$ cat config.mk
export PLATFORM = sky130hd
export DESIGN_NAME = mdle_seq
export DESIGN_NICKNAME = d
export VERILOG_FILES = /design/src/hdl/mdle_pkg.sv /design/src/hdl/mdle_seq.sv
export SDC_FILE = /design/constraint.sdc
export NUM_CORES = 1
export LEC_CHECK = 0
export ABC_AREA = 1
export BUFFER_PORTS_ARGS = -buffer_cell sky130_fd_sc_hd__buf_2
export CORE_MARGIN = 2
export CORE_UTILIZATION = 30
export CTS_CLUSTER_DIAMETER = 200
export DETAILED_ROUTE_END_ITERATION = 10
export SYNTH_ARGS = -nofsm -noshare
export SYNTH_HDL_FRONTEND = slang
export SYNTH_SLANG_ARGS = --single-unit
export TNS_END_PERCENT = 10
$ cat constraint.sdc
create_clock -name clk -period 3.05 [get_ports clk]
set_clock_uncertainty 0.2 [all_clocks]
set_input_delay 0.7625 -clock clk [delete_from_list [all_inputs] [get_ports clk]]
set_output_delay 0.7625 -clock clk [all_outputs]
set_load 0.01 [all_outputs]
$ cat src/hdl/mdle_pkg.sv
// Shared types, widths and codes for the MAC directive list editor.
package mdle_pkg;

  localparam int CNT_W           = 8;
  localparam int ADDR_W          = 48;
  localparam int DIR_W           = 2;
  localparam int OP_W            = 3;
  localparam int ST_W            = 2;
  localparam int IN_W            = 64;
  localparam int OUT_W           = 64;
  localparam int MAX_ENTRIES_DEF = 255;

  // Operation codes
  localparam logic [OP_W-1:0] OP_CLEAR   = 3'd0;
  localparam logic [OP_W-1:0] OP_LOAD    = 3'd1;
  localparam logic [OP_W-1:0] OP_SET_ALL = 3'd2;
  localparam logic [OP_W-1:0] OP_ADD     = 3'd3;
  localparam logic [OP_W-1:0] OP_READ    = 3'd4;

  // Status codes
  localparam logic [ST_W-1:0] ST_OK      = 2'd0;
  localparam logic [ST_W-1:0] ST_UPDATED = 2'd1;
  localparam logic [ST_W-1:0] ST_FULL    = 2'd2;
  localparam logic [ST_W-1:0] ST_RANGE   = 2'd3;

  // Access request from the sequencer to the entry store
  typedef struct packed {
    logic              wr_addr_en;
    logic              wr_dir_en;
    logic [CNT_W-1:0]  wr_idx;
    logic [ADDR_W-1:0] wr_address;
    logic [DIR_W-1:0]  wr_directive;
    logic              rd_en;
    logic [CNT_W-1:0]  rd_idx;
  } mem_req_t;

  // Registered read data from the entry store
  typedef struct packed {
    logic [ADDR_W-1:0] address;
    logic [DIR_W-1:0]  directive;
  } mem_rsp_t;

  // One result item
  typedef struct packed {
    logic [ST_W-1:0]   status;
    logic [CNT_W-1:0]  count;
    logic [ADDR_W-1:0] entry_address;
    logic [DIR_W-1:0]  entry_directive;
  } result_t;

endpackage

$ cat src/hdl/mdle_seq.sv
// Operation sequencer: decodes items, walks the list, keeps the entry count.
module mdle_seq #(
  parameter int MAX_ENTRIES = mdle_pkg::MAX_ENTRIES_DEF
) (
  input  logic                        clk,
  input  logic                        rst_n,
  input  logic                        in_valid,
  output logic                        in_ready,
  input  logic [mdle_pkg::OP_W-1:0]   in_operation,
  input  logic [mdle_pkg::ADDR_W-1:0] in_address,
  input  logic [mdle_pkg::DIR_W-1:0]  in_directive,
  input  logic [mdle_pkg::CNT_W-1:0]  in_index,
  output logic                        res_valid,
  input  logic                        res_ready,
  output mdle_pkg::result_t           res,
  output mdle_pkg::mem_req_t          req,
  input  mdle_pkg::mem_rsp_t          rsp
);
  import mdle_pkg::*;

  localparam logic [2:0] S_IDLE   = 3'd0;
  localparam logic [2:0] S_SETALL = 3'd1;
  localparam logic [2:0] S_ADD    = 3'd2;
  localparam logic [2:0] S_READ   = 3'd3;
  localparam logic [2:0] S_RESP   = 3'd4;

  localparam logic [CNT_W-1:0] MAX_CNT = CNT_W'(MAX_ENTRIES);

  logic [2:0]        state_r, state_nxt;
  logic [CNT_W-1:0]  count_r, count_nxt;
  logic [CNT_W-1:0]  ptr_r, ptr_nxt;
  logic [CNT_W-1:0]  cmp_idx_r, cmp_idx_nxt;
  logic              pend_r, pend_nxt;
  logic [ADDR_W-1:0] op_addr_r, op_addr_nxt;
  logic [DIR_W-1:0]  op_dir_r, op_dir_nxt;
  logic [ST_W-1:0]   st_r, st_nxt;
  logic [ADDR_W-1:0] rd_addr_r, rd_addr_nxt;
  logic [DIR_W-1:0]  rd_dir_r, rd_dir_nxt;
  logic              hit;

  assign hit = pend_r && (rsp.address == op_addr_r);

  // Next-state and memory request logic
  always_comb begin
    state_nxt   = state_r;
    count_nxt   = count_r;
    ptr_nxt     = ptr_r;
    cmp_idx_nxt = cmp_idx_r;
    pend_nxt    = 1'b0;
    op_addr_nxt = op_addr_r;
    op_dir_nxt  = op_dir_r;
    st_nxt      = st_r;
    rd_addr_nxt = rd_addr_r;
    rd_dir_nxt  = rd_dir_r;
    in_ready    = 1'b0;
    res_valid   = 1'b0;
    req         = '0;

    unique case (state_r)
      S_IDLE: begin
        in_ready = 1'b1;
        if (in_valid) begin
          op_addr_nxt = in_address;
          op_dir_nxt  = in_directive;
          st_nxt      = ST_OK;
          rd_addr_nxt = '0;
          rd_dir_nxt  = '0;
          ptr_nxt     = '0;
          state_nxt   = S_RESP;
          case (in_operation)
            OP_CLEAR: begin
              count_nxt = '0;
            end
            OP_LOAD: begin
              if (count_r >= MAX_CNT) begin
                st_nxt = ST_FULL;
              end else begin
                req.wr_addr_en   = 1'b1;
                req.wr_dir_en    = 1'b1;
                req.wr_idx       = count_r;
                req.wr_address   = in_address;
                req.wr_directive = in_directive;
                count_nxt        = count_r + 1'b1;
              end
            end
            OP_SET_ALL: begin
              if (count_r != '0) begin
                state_nxt = S_SETALL;
              end
            end
            OP_ADD: begin
              state_nxt = S_ADD;
            end
            OP_READ: begin
              if (in_index < count_r) begin
                req.rd_en  = 1'b1;
                req.rd_idx = in_index;
                state_nxt  = S_READ;
              end else begin
                st_nxt = ST_RANGE;
              end
            end
            default: begin
            end
          endcase
        end
      end

      // One directive write per cycle over the stored entries
      S_SETALL: begin
        req.wr_dir_en    = 1'b1;
        req.wr_idx       = ptr_r;
        req.wr_directive = op_dir_r;
        ptr_nxt          = ptr_r + 1'b1;
        if (ptr_r + 1'b1 == count_r) begin
          state_nxt = S_RESP;
        end
      end

      // Read one entry per cycle, compare the one read in the previous cycle
      S_ADD: begin
        if (hit) begin
          req.wr_dir_en    = 1'b1;
          req.wr_idx       = cmp_idx_r;
          req.wr_directive = op_dir_r;
          st_nxt           = ST_UPDATED;
          state_nxt        = S_RESP;
        end else if (ptr_r < count_r) begin
          req.rd_en   = 1'b1;
          req.rd_idx  = ptr_r;
          pend_nxt    = 1'b1;
          cmp_idx_nxt = ptr_r;
          ptr_nxt     = ptr_r + 1'b1;
        end else begin
          // No match anywhere: append, or report full
          state_nxt = S_RESP;
          if (count_r >= MAX_CNT) begin
            st_nxt = ST_FULL;
          end else begin
            req.wr_addr_en   = 1'b1;
            req.wr_dir_en    = 1'b1;
            req.wr_idx       = count_r;
            req.wr_address   = op_addr_r;
            req.wr_directive = op_dir_r;
            count_nxt        = count_r + 1'b1;
          end
        end
      end

      S_READ: begin
        rd_addr_nxt = rsp.address;
        rd_dir_nxt  = rsp.directive;
        state_nxt   = S_RESP;
      end

      S_RESP: begin
        res_valid = 1'b1;
        if (res_ready) begin
          state_nxt = S_IDLE;
        end
      end

      default: begin
        state_nxt = S_IDLE;
      end
    endcase
  end

  // Control state
  always_ff @(posedge clk) begin
    if (!rst_n) begin
      state_r <= S_IDLE;
      count_r <= '0;
      pend_r  <= 1'b0;
    end else begin
      state_r <= state_nxt;
      count_r <= count_nxt;
      pend_r  <= pend_nxt;
    end
  end

  // Working registers
  always_ff @(posedge clk) begin
    ptr_r     <= ptr_nxt;
    cmp_idx_r <= cmp_idx_nxt;
    op_addr_r <= op_addr_nxt;
    op_dir_r  <= op_dir_nxt;
    st_r      <= st_nxt;
    rd_addr_r <= rd_addr_nxt;
    rd_dir_r  <= rd_dir_nxt;
  end

  assign res.status          = st_r;
  assign res.count           = count_r;
  assign res.entry_address   = rd_addr_r;
  assign res.entry_directive = rd_dir_r;

endmodule

==> results of run 1 <==
==> synthesized netlist by cell type <==
cell type  instances  area share, %
inv_1            131            6.8
a21boi_0           2           0.21
clkinv_1           1          0.052
ha_1              19            3.3
nand2_2            2           0.17
nor3_4             2           0.45
nor3_1             4           0.28
dfxtp_1           12            3.3
nand2_1          266             14
xnor2_1            5           0.61
o21ai_1           24            1.7
nand3_1           42            2.9
nor2_4             2           0.31
a211oi_1           1           0.10
clkbuf_1           6           0.31
o21ai_0           44            3.1
o211ai_1           6           0.63
a31oi_1            1          0.087
o21ai_2            1           0.12
buf_4              1           0.10
nand4_2            1           0.17
buf_2             13           0.91
nor2_8             1           0.28
edfxtp_1         118             49
a21oi_1           23            1.6
xor2_1             4           0.49
nand4_1            8           0.70
nand3b_1           1           0.10
inv_2              7           0.37
a22oi_1            2           0.21
nand3_2            1           0.14
nor2_2             1          0.087
a32o_1             8            1.1
o22ai_1            2           0.17
nor2_1           107            5.6
o21a_1             2           0.21
==> report_power, final <==
group / switching [mW] / internal (mW) / total (mW)
Combinational: 2.11 / 1.29 / 3.40
Sequential: 0.236 / 2.65 / 2.89
Clock: 0.846 / 1.55 / 2.39
Total: 3.19 / 5.49 / 8.68
==> routing by layer <==
metal / up-vias / global-route usage [%]
li1: 3575 / -
met2: 310 / 34.3
met5: - / 0
met1: 3360 / 24.7
met4: 0 / 7.55
met3: 39 / 4.39
==> layout make-up <==
| cell class | count | area (um^2) | share of cell area (%) |
|---|---|---|---|
| tap | 319 | 399 | 3.70 |
| timing repair buffer | 367 | 2320 | 21.5 |
| clock inverter | 14 | 251 | 2.33 |
| sequential | 130 | 3790 | 35.1 |
| inverter | 139 | 524 | 4.86 |
| clock buffer | 17 | 425 | 3.94 |
| multi-input combinational | 582 | 3080 | 28.6 |
| antenna | 1 | 2.50 | 0.0232 |
==> flip-flops by register name (all words and copies together), names as in the netlist <==
name       cells
op_dir_r       2
op_addr_r     48
pend_r         1
count_r        8
ptr_r          8
st_r           2
cmp_idx_r      8
rd_dir_r       2
rd_addr_r     48
state_r        3
==> metrics by stage <==
step / cells / utilization, % / TNS, ns
after floorplan: 871 / - / -6.23
after global placement: 1527 / 41.1 / -25.93
after detailed placement: 1527 / 41.1 / -27.91
after CTS: 1565 / 45.0 / -19.28
after global routing: 1569 / 46.0 / -25.56
final: 1569 / 46.0 / -16.44
==> worst paths after layout <==
path                  startpoint       endpoint  slack, ns  depth (start not counted)
setup / recovery        ptr_r[7]        req[31]      -0.31                         11
hold / removal    in_address[21]  op_addr_r[21]       0.33                          1
setup reg to reg        ptr_r[7]     count_r[7]       0.47                         12
hold reg to reg         ptr_r[6]   cmp_idx_r[6]       0.40                          1
==> logic make-up (layout without fill, tap and decap cells) <==
family                   count (synthesis)  after routing  synth area share [%]
AO/OA/AOI/OAI                          116            116                  9.20
XOR/XNOR                                 9              9                  1.10
adder cells (fa/ha/maj)                 19             19                  3.31
buffers and inverters                  159            537                  8.59
flip-flops                             130            130                  52.7
other                                    0              1                     0
AND/OR/NAND/NOR                        438            438                  25.1
==> what timing repair did <==
item	CTS	global route
endpoints found under the setup margin	69	69
cloned	1	0
hold buffers	0	0
buffers inserted	6	4
resized for setup	62	67
pin swaps	11	21
==> impl_metrics.tcl, run 1 <==
set metrics [dict create \
    cp.buffers_inverters 3 \
    drtAntennaViolNets 0 \
    clk_pin_slew_ns 0.06 \
    layout_common_cells "251 x nand2_1, 241 x buf_2, 122 x inv_1" \
    clk_path_buf_depth 2 \
    ioPinCount 246 \
    drive_above_1_share_pct 39.2 \
    antenna_found_initial 1 \
    cpLargestDelayFamily "simple AND/OR/NAND/NOR gates" \
    period_minus_slack_ns 3.36 \
    required_ns 2.09 \
    p_total_mw 8.68 \
    grt_use_total_pct 20.1 \
    ys_seq_elements 130 \
    wl_met2_um 12500 \
    fin_crit_sh_pct 110 \
    pre_cts_slack_ns -0.522 \
    fmax_ghz 0.298 \
    htreeDepth 4 \
    holdWs_ns 0.334 \
    peakVddDrop_mv 0.374 \
    ys_warn_count 0 \
    cts_sinks 130 \
    synth_cells 871 \
    slew_viol_final 0 \
    grt_pass1_vias 7193 \
    drv_cap 0 \
    wl_met3_um 1770 \
    synth_nets 1005 \
    drt-met1-wl_um 10700 \
    cts_tree "yes" \
    crit_path_max_incr_delay_ns 0.41 \
    grt_pass1_wl_um 39100 \
    drc 0 \
    crit_path_end_kind "primary output" \
    port_buffers 245 \
    finalSetupViolations 69 \
    place_area_um2 9640 \
    wl_um 25700 \
    final_nets 1371 \
    die_w_um 159 \
    synth.avg_cell_area_um2 8.25 \
    cts_buffers 17 \
    worstHoldPathType "in -> reg" \
    die_y_um 159 \
    finalHoldViolations 0 \
    clockRootBuffer "clkbuf_16" \
    vias 7284 \
    netlist_area_um2 7180 \
    path_cells "ha_1 > nand2_1 > o21a_1 > nand2_2 > nand2_2 > nor2_4 > nand2_8 > buf_12 > buf_12 > o21ai_2 > buf_2" \
    firstDrtPassIters 5 \
    fillers 2308 \
    maxSlewHeadroom_pct 48.6 \
    core_area_um2 23500 \
    powerDensity_nw_per_um2 804 \
    cp_max_fo 8 \
    violations "negative setup slack" \
    rsz0062_at_grt "true" \
    final_common_cell "nand2_1" \
    synth_cell_type_count 36 \
    worst_pin_slew_ns 0.771 \
    drt_iter0_markers 597 \
    cp_data_arrival_time_ns 2.40 \
    start_util_pct 30.6 \
    critPathLaunchType "register" \
    p_leak_nw 5.34 \
    hpwlAfterDp_um 19500 \
    overflow 0 \
    gp_congestion 0.898 \
    routed_via_density 4.64 \
    post_drt_wl_per_cell_um 16.4 \
    dieArea_um2 25200 \
    crit_type "reg -> out" \
    num_rows 56 \
    status "complete, but fails checks" \
    clock_latency_ns 0.42 \
    fin_ws_ns -0.310 \
    ys_seq_area_share_pct 52.7 \
    slowest_stage "edfxtp_1" \
    syn_to_final_growth_pct 50.3 \
    grt_max_degree 51 \
    topRoutingLayerUsed "met4" \
    final_cell_area_um2 10800 \
]
No activity file was read; power rests on OpenSTA's default activity.
==> run 2: changes to the inputs <==
==> constraint.sdc (replaced) <==
create_clock -name clk -period 3.2 [get_ports clk]
set_clock_uncertainty 0.2 [all_clocks]
set_input_delay 0.8 -clock clk [delete_from_list [all_inputs] [get_ports clk]]
set_output_delay 0.8 -clock clk [all_outputs]
set_load 0.01 [all_outputs]
==> run 2 against run 1 <==
Against the previous run:
- the run still ends with negative setup slack left
- non-clock buffer count unchanged
- sequential cell count unchanged
- total power decreased by 3.9%
- die area unchanged
- worst hold slack improved by 0.028 ns
- sequential power decreased by 5%
- utilization increased by 0.23 points
- global-route usage increased by 0.11 points
- critical path type unchanged
- critical endpoint is now req[22]
- largest cell class unchanged
==> impl_metrics.tcl, run 2 (synthesis results as in run 1) <==
set metrics [dict create \
    status "complete, but fails checks" \
    violations "negative setup slack" \
    holdWs_ns 0.362 \
    slew_viol_final 0 \
    cp_num_cells 11 \
    wl_um 25600 \
    worst_pin_slew_ns 0.757 \
    post_drt_wl_per_cell_um 16.3 \
    period_minus_slack_ns 3.41 \
    cts_sinks 130 \
    die_y_um 159 \
    grt_use_total_pct 20.2 \
    required_ns 2.20 \
    fillers 2302 \
    clk_path_buf_depth 2 \
    finalNonFillerCells 1568 \
    final_common_cell "nand2_1" \
    cp_common_cell "nand2_2" \
    layout.area.seq_um2 3790 \
    cp-endpoint "req[22]" \
    place_area_um2 9590 \
    grt_pass1_wl_um 39200 \
    p_leak_nw 5.35 \
    cts_tree "yes" \
    fin_ws_ns -0.206 \
    cpLargestDelayFamily "simple AND/OR/NAND/NOR gates" \
    rsz0062_at_grt "true" \
    crit_path_max_incr_delay_ns 0.40 \
    r2r-start "op_addr_r[25]" \
    drt_iter0_markers 492 \
    top_regs "op_addr_r x48, rd_addr_r x48" \
    cp.buffers_inverters 3 \
    fmax_ghz 0.294 \
    routed_via_density 4.67 \
    drc 0 \
    peakVddDrop_mv 0.291 \
    overflow 0 \
    crit_path_end_kind "primary output" \
    cp_max_fo 7 \
    fin_crit_sh_pct 106 \
    r2r-end "st_r[0]" \
    cts_buffers 17 \
    crit_start "ptr_r[7]" \
    final_util_pct 46.2 \
    grt_max_degree 51 \
    path_cells "ha_1 > nand2_1 > o21a_1 > nand2_2 > nand2_2 > nor2_4 > nand2_4 > buf_12 > buf_16 > o21ai_4 > buf_6" \
    grt_pass1_vias 7049 \
    die_w_um 159 \
    powerDensity_nw_per_um2 769 \
    drtAntennaViolNets 0 \
    htreeDepth 4 \
    maxSlewHeadroom_pct 49.5 \
    multiInputGateArea_um2 3050 \
    dieArea_um2 25200 \
    cp_data_arrival_time_ns 2.41 \
    worstHoldPathType "in -> reg" \
    layout_common_cells "257 x nand2_1, 232 x buf_2, 119 x inv_1" \
    firstDrtPassIters 5 \
    ff2ff_path_depth 15 \
    num_rows 56 \
    finalSetupViolations 68 \
    r2r_setup_slack_ns 0.67 \
    start_util_pct 30.6 \
    n_antenna_cell 0 \
    antenna_found_initial 0 \
    final_cell_area_um2 10800 \
    port_buffers 245 \
    ioPinCount 246 \
    slowest_stage "edfxtp_1" \
    core_area_um2 23500 \
    finalHoldViolations 0 \
    drive_above_1_share_pct 38.4 \
    vias 7323 \
    hpwlAfterDp_um 19400 \
    ctsHoldBuffers 0 \
    dp_cells 1521 \
    gp_congestion 0.919 \
    clockRootBuffer "clkbuf_16" \
    p_total_mw 8.34 \
    syn_to_final_growth_pct 51.0 \
    crit_type "reg -> out" \
    final_nets 1371 \
    drv_cap 0 \
    critPathLaunchType "register" \
    clk_pin_slew_ns 0.06 \
    clock_latency_ns 0.43 \
]
-- run 2: how the worst min path moves through the flow --
stage / from / endpoint / cells past startpoint
after floorplan: ptr_r[4] / cmp_idx_r[4] / 0
after global placement: ptr_r[6] / cmp_idx_r[6] / 1
after detailed placement: ptr_r[7] / cmp_idx_r[7] / 1
after CTS: in_address[30] / op_addr_r[30] / 1
after global routing: in_address[27] / op_addr_r[27] / 1
final: in_address[30] / op_addr_r[30] / 1
-- run 2: power breakdown --
part	internal, mW	switching (mW)
Clock	1.55	0.807
Combinational	1.23	1.99
Sequential	2.53	0.226
-- run 2: area by class of cell --
type | instances | area share (%)
Sequential cell | 130 | 34.9
Tap cell | 319 | 3.68
Clock buffer | 17 | 3.92
Clock inverter | 14 | 2.55
Inverter | 139 | 4.86
Multi-Input combinational cell | 582 | 28.1
Timing Repair Buffer | 367 | 21.9
-- run 2: routing by layer --
metal	vias up	track usage (%)	routed length, um
li1	3564	-	-
met1	3363	25.1	10600
met2	351	35.0	12500
met3	45	4.36	1880
met4	0	6.17	605
met5	-	0	0
-- run 2: what timing repair did --
action,CTS,global route
gates cloned,1,0
hold endpoints to repair,0,0
setup buffers,12,3
endpoints found under the setup margin,69,69
resized for setup,115,23
pin swaps,24,5
-- run 2: through the flow --
stage               TNS, ns  setup slack [ns]
global placement     -18.38            -0.371
global route         -17.33            -0.339
finish                -7.64            -0.206
floorplan             -1.95           -0.0376
CTS                  -10.93            -0.247
detailed placement   -19.16            -0.374
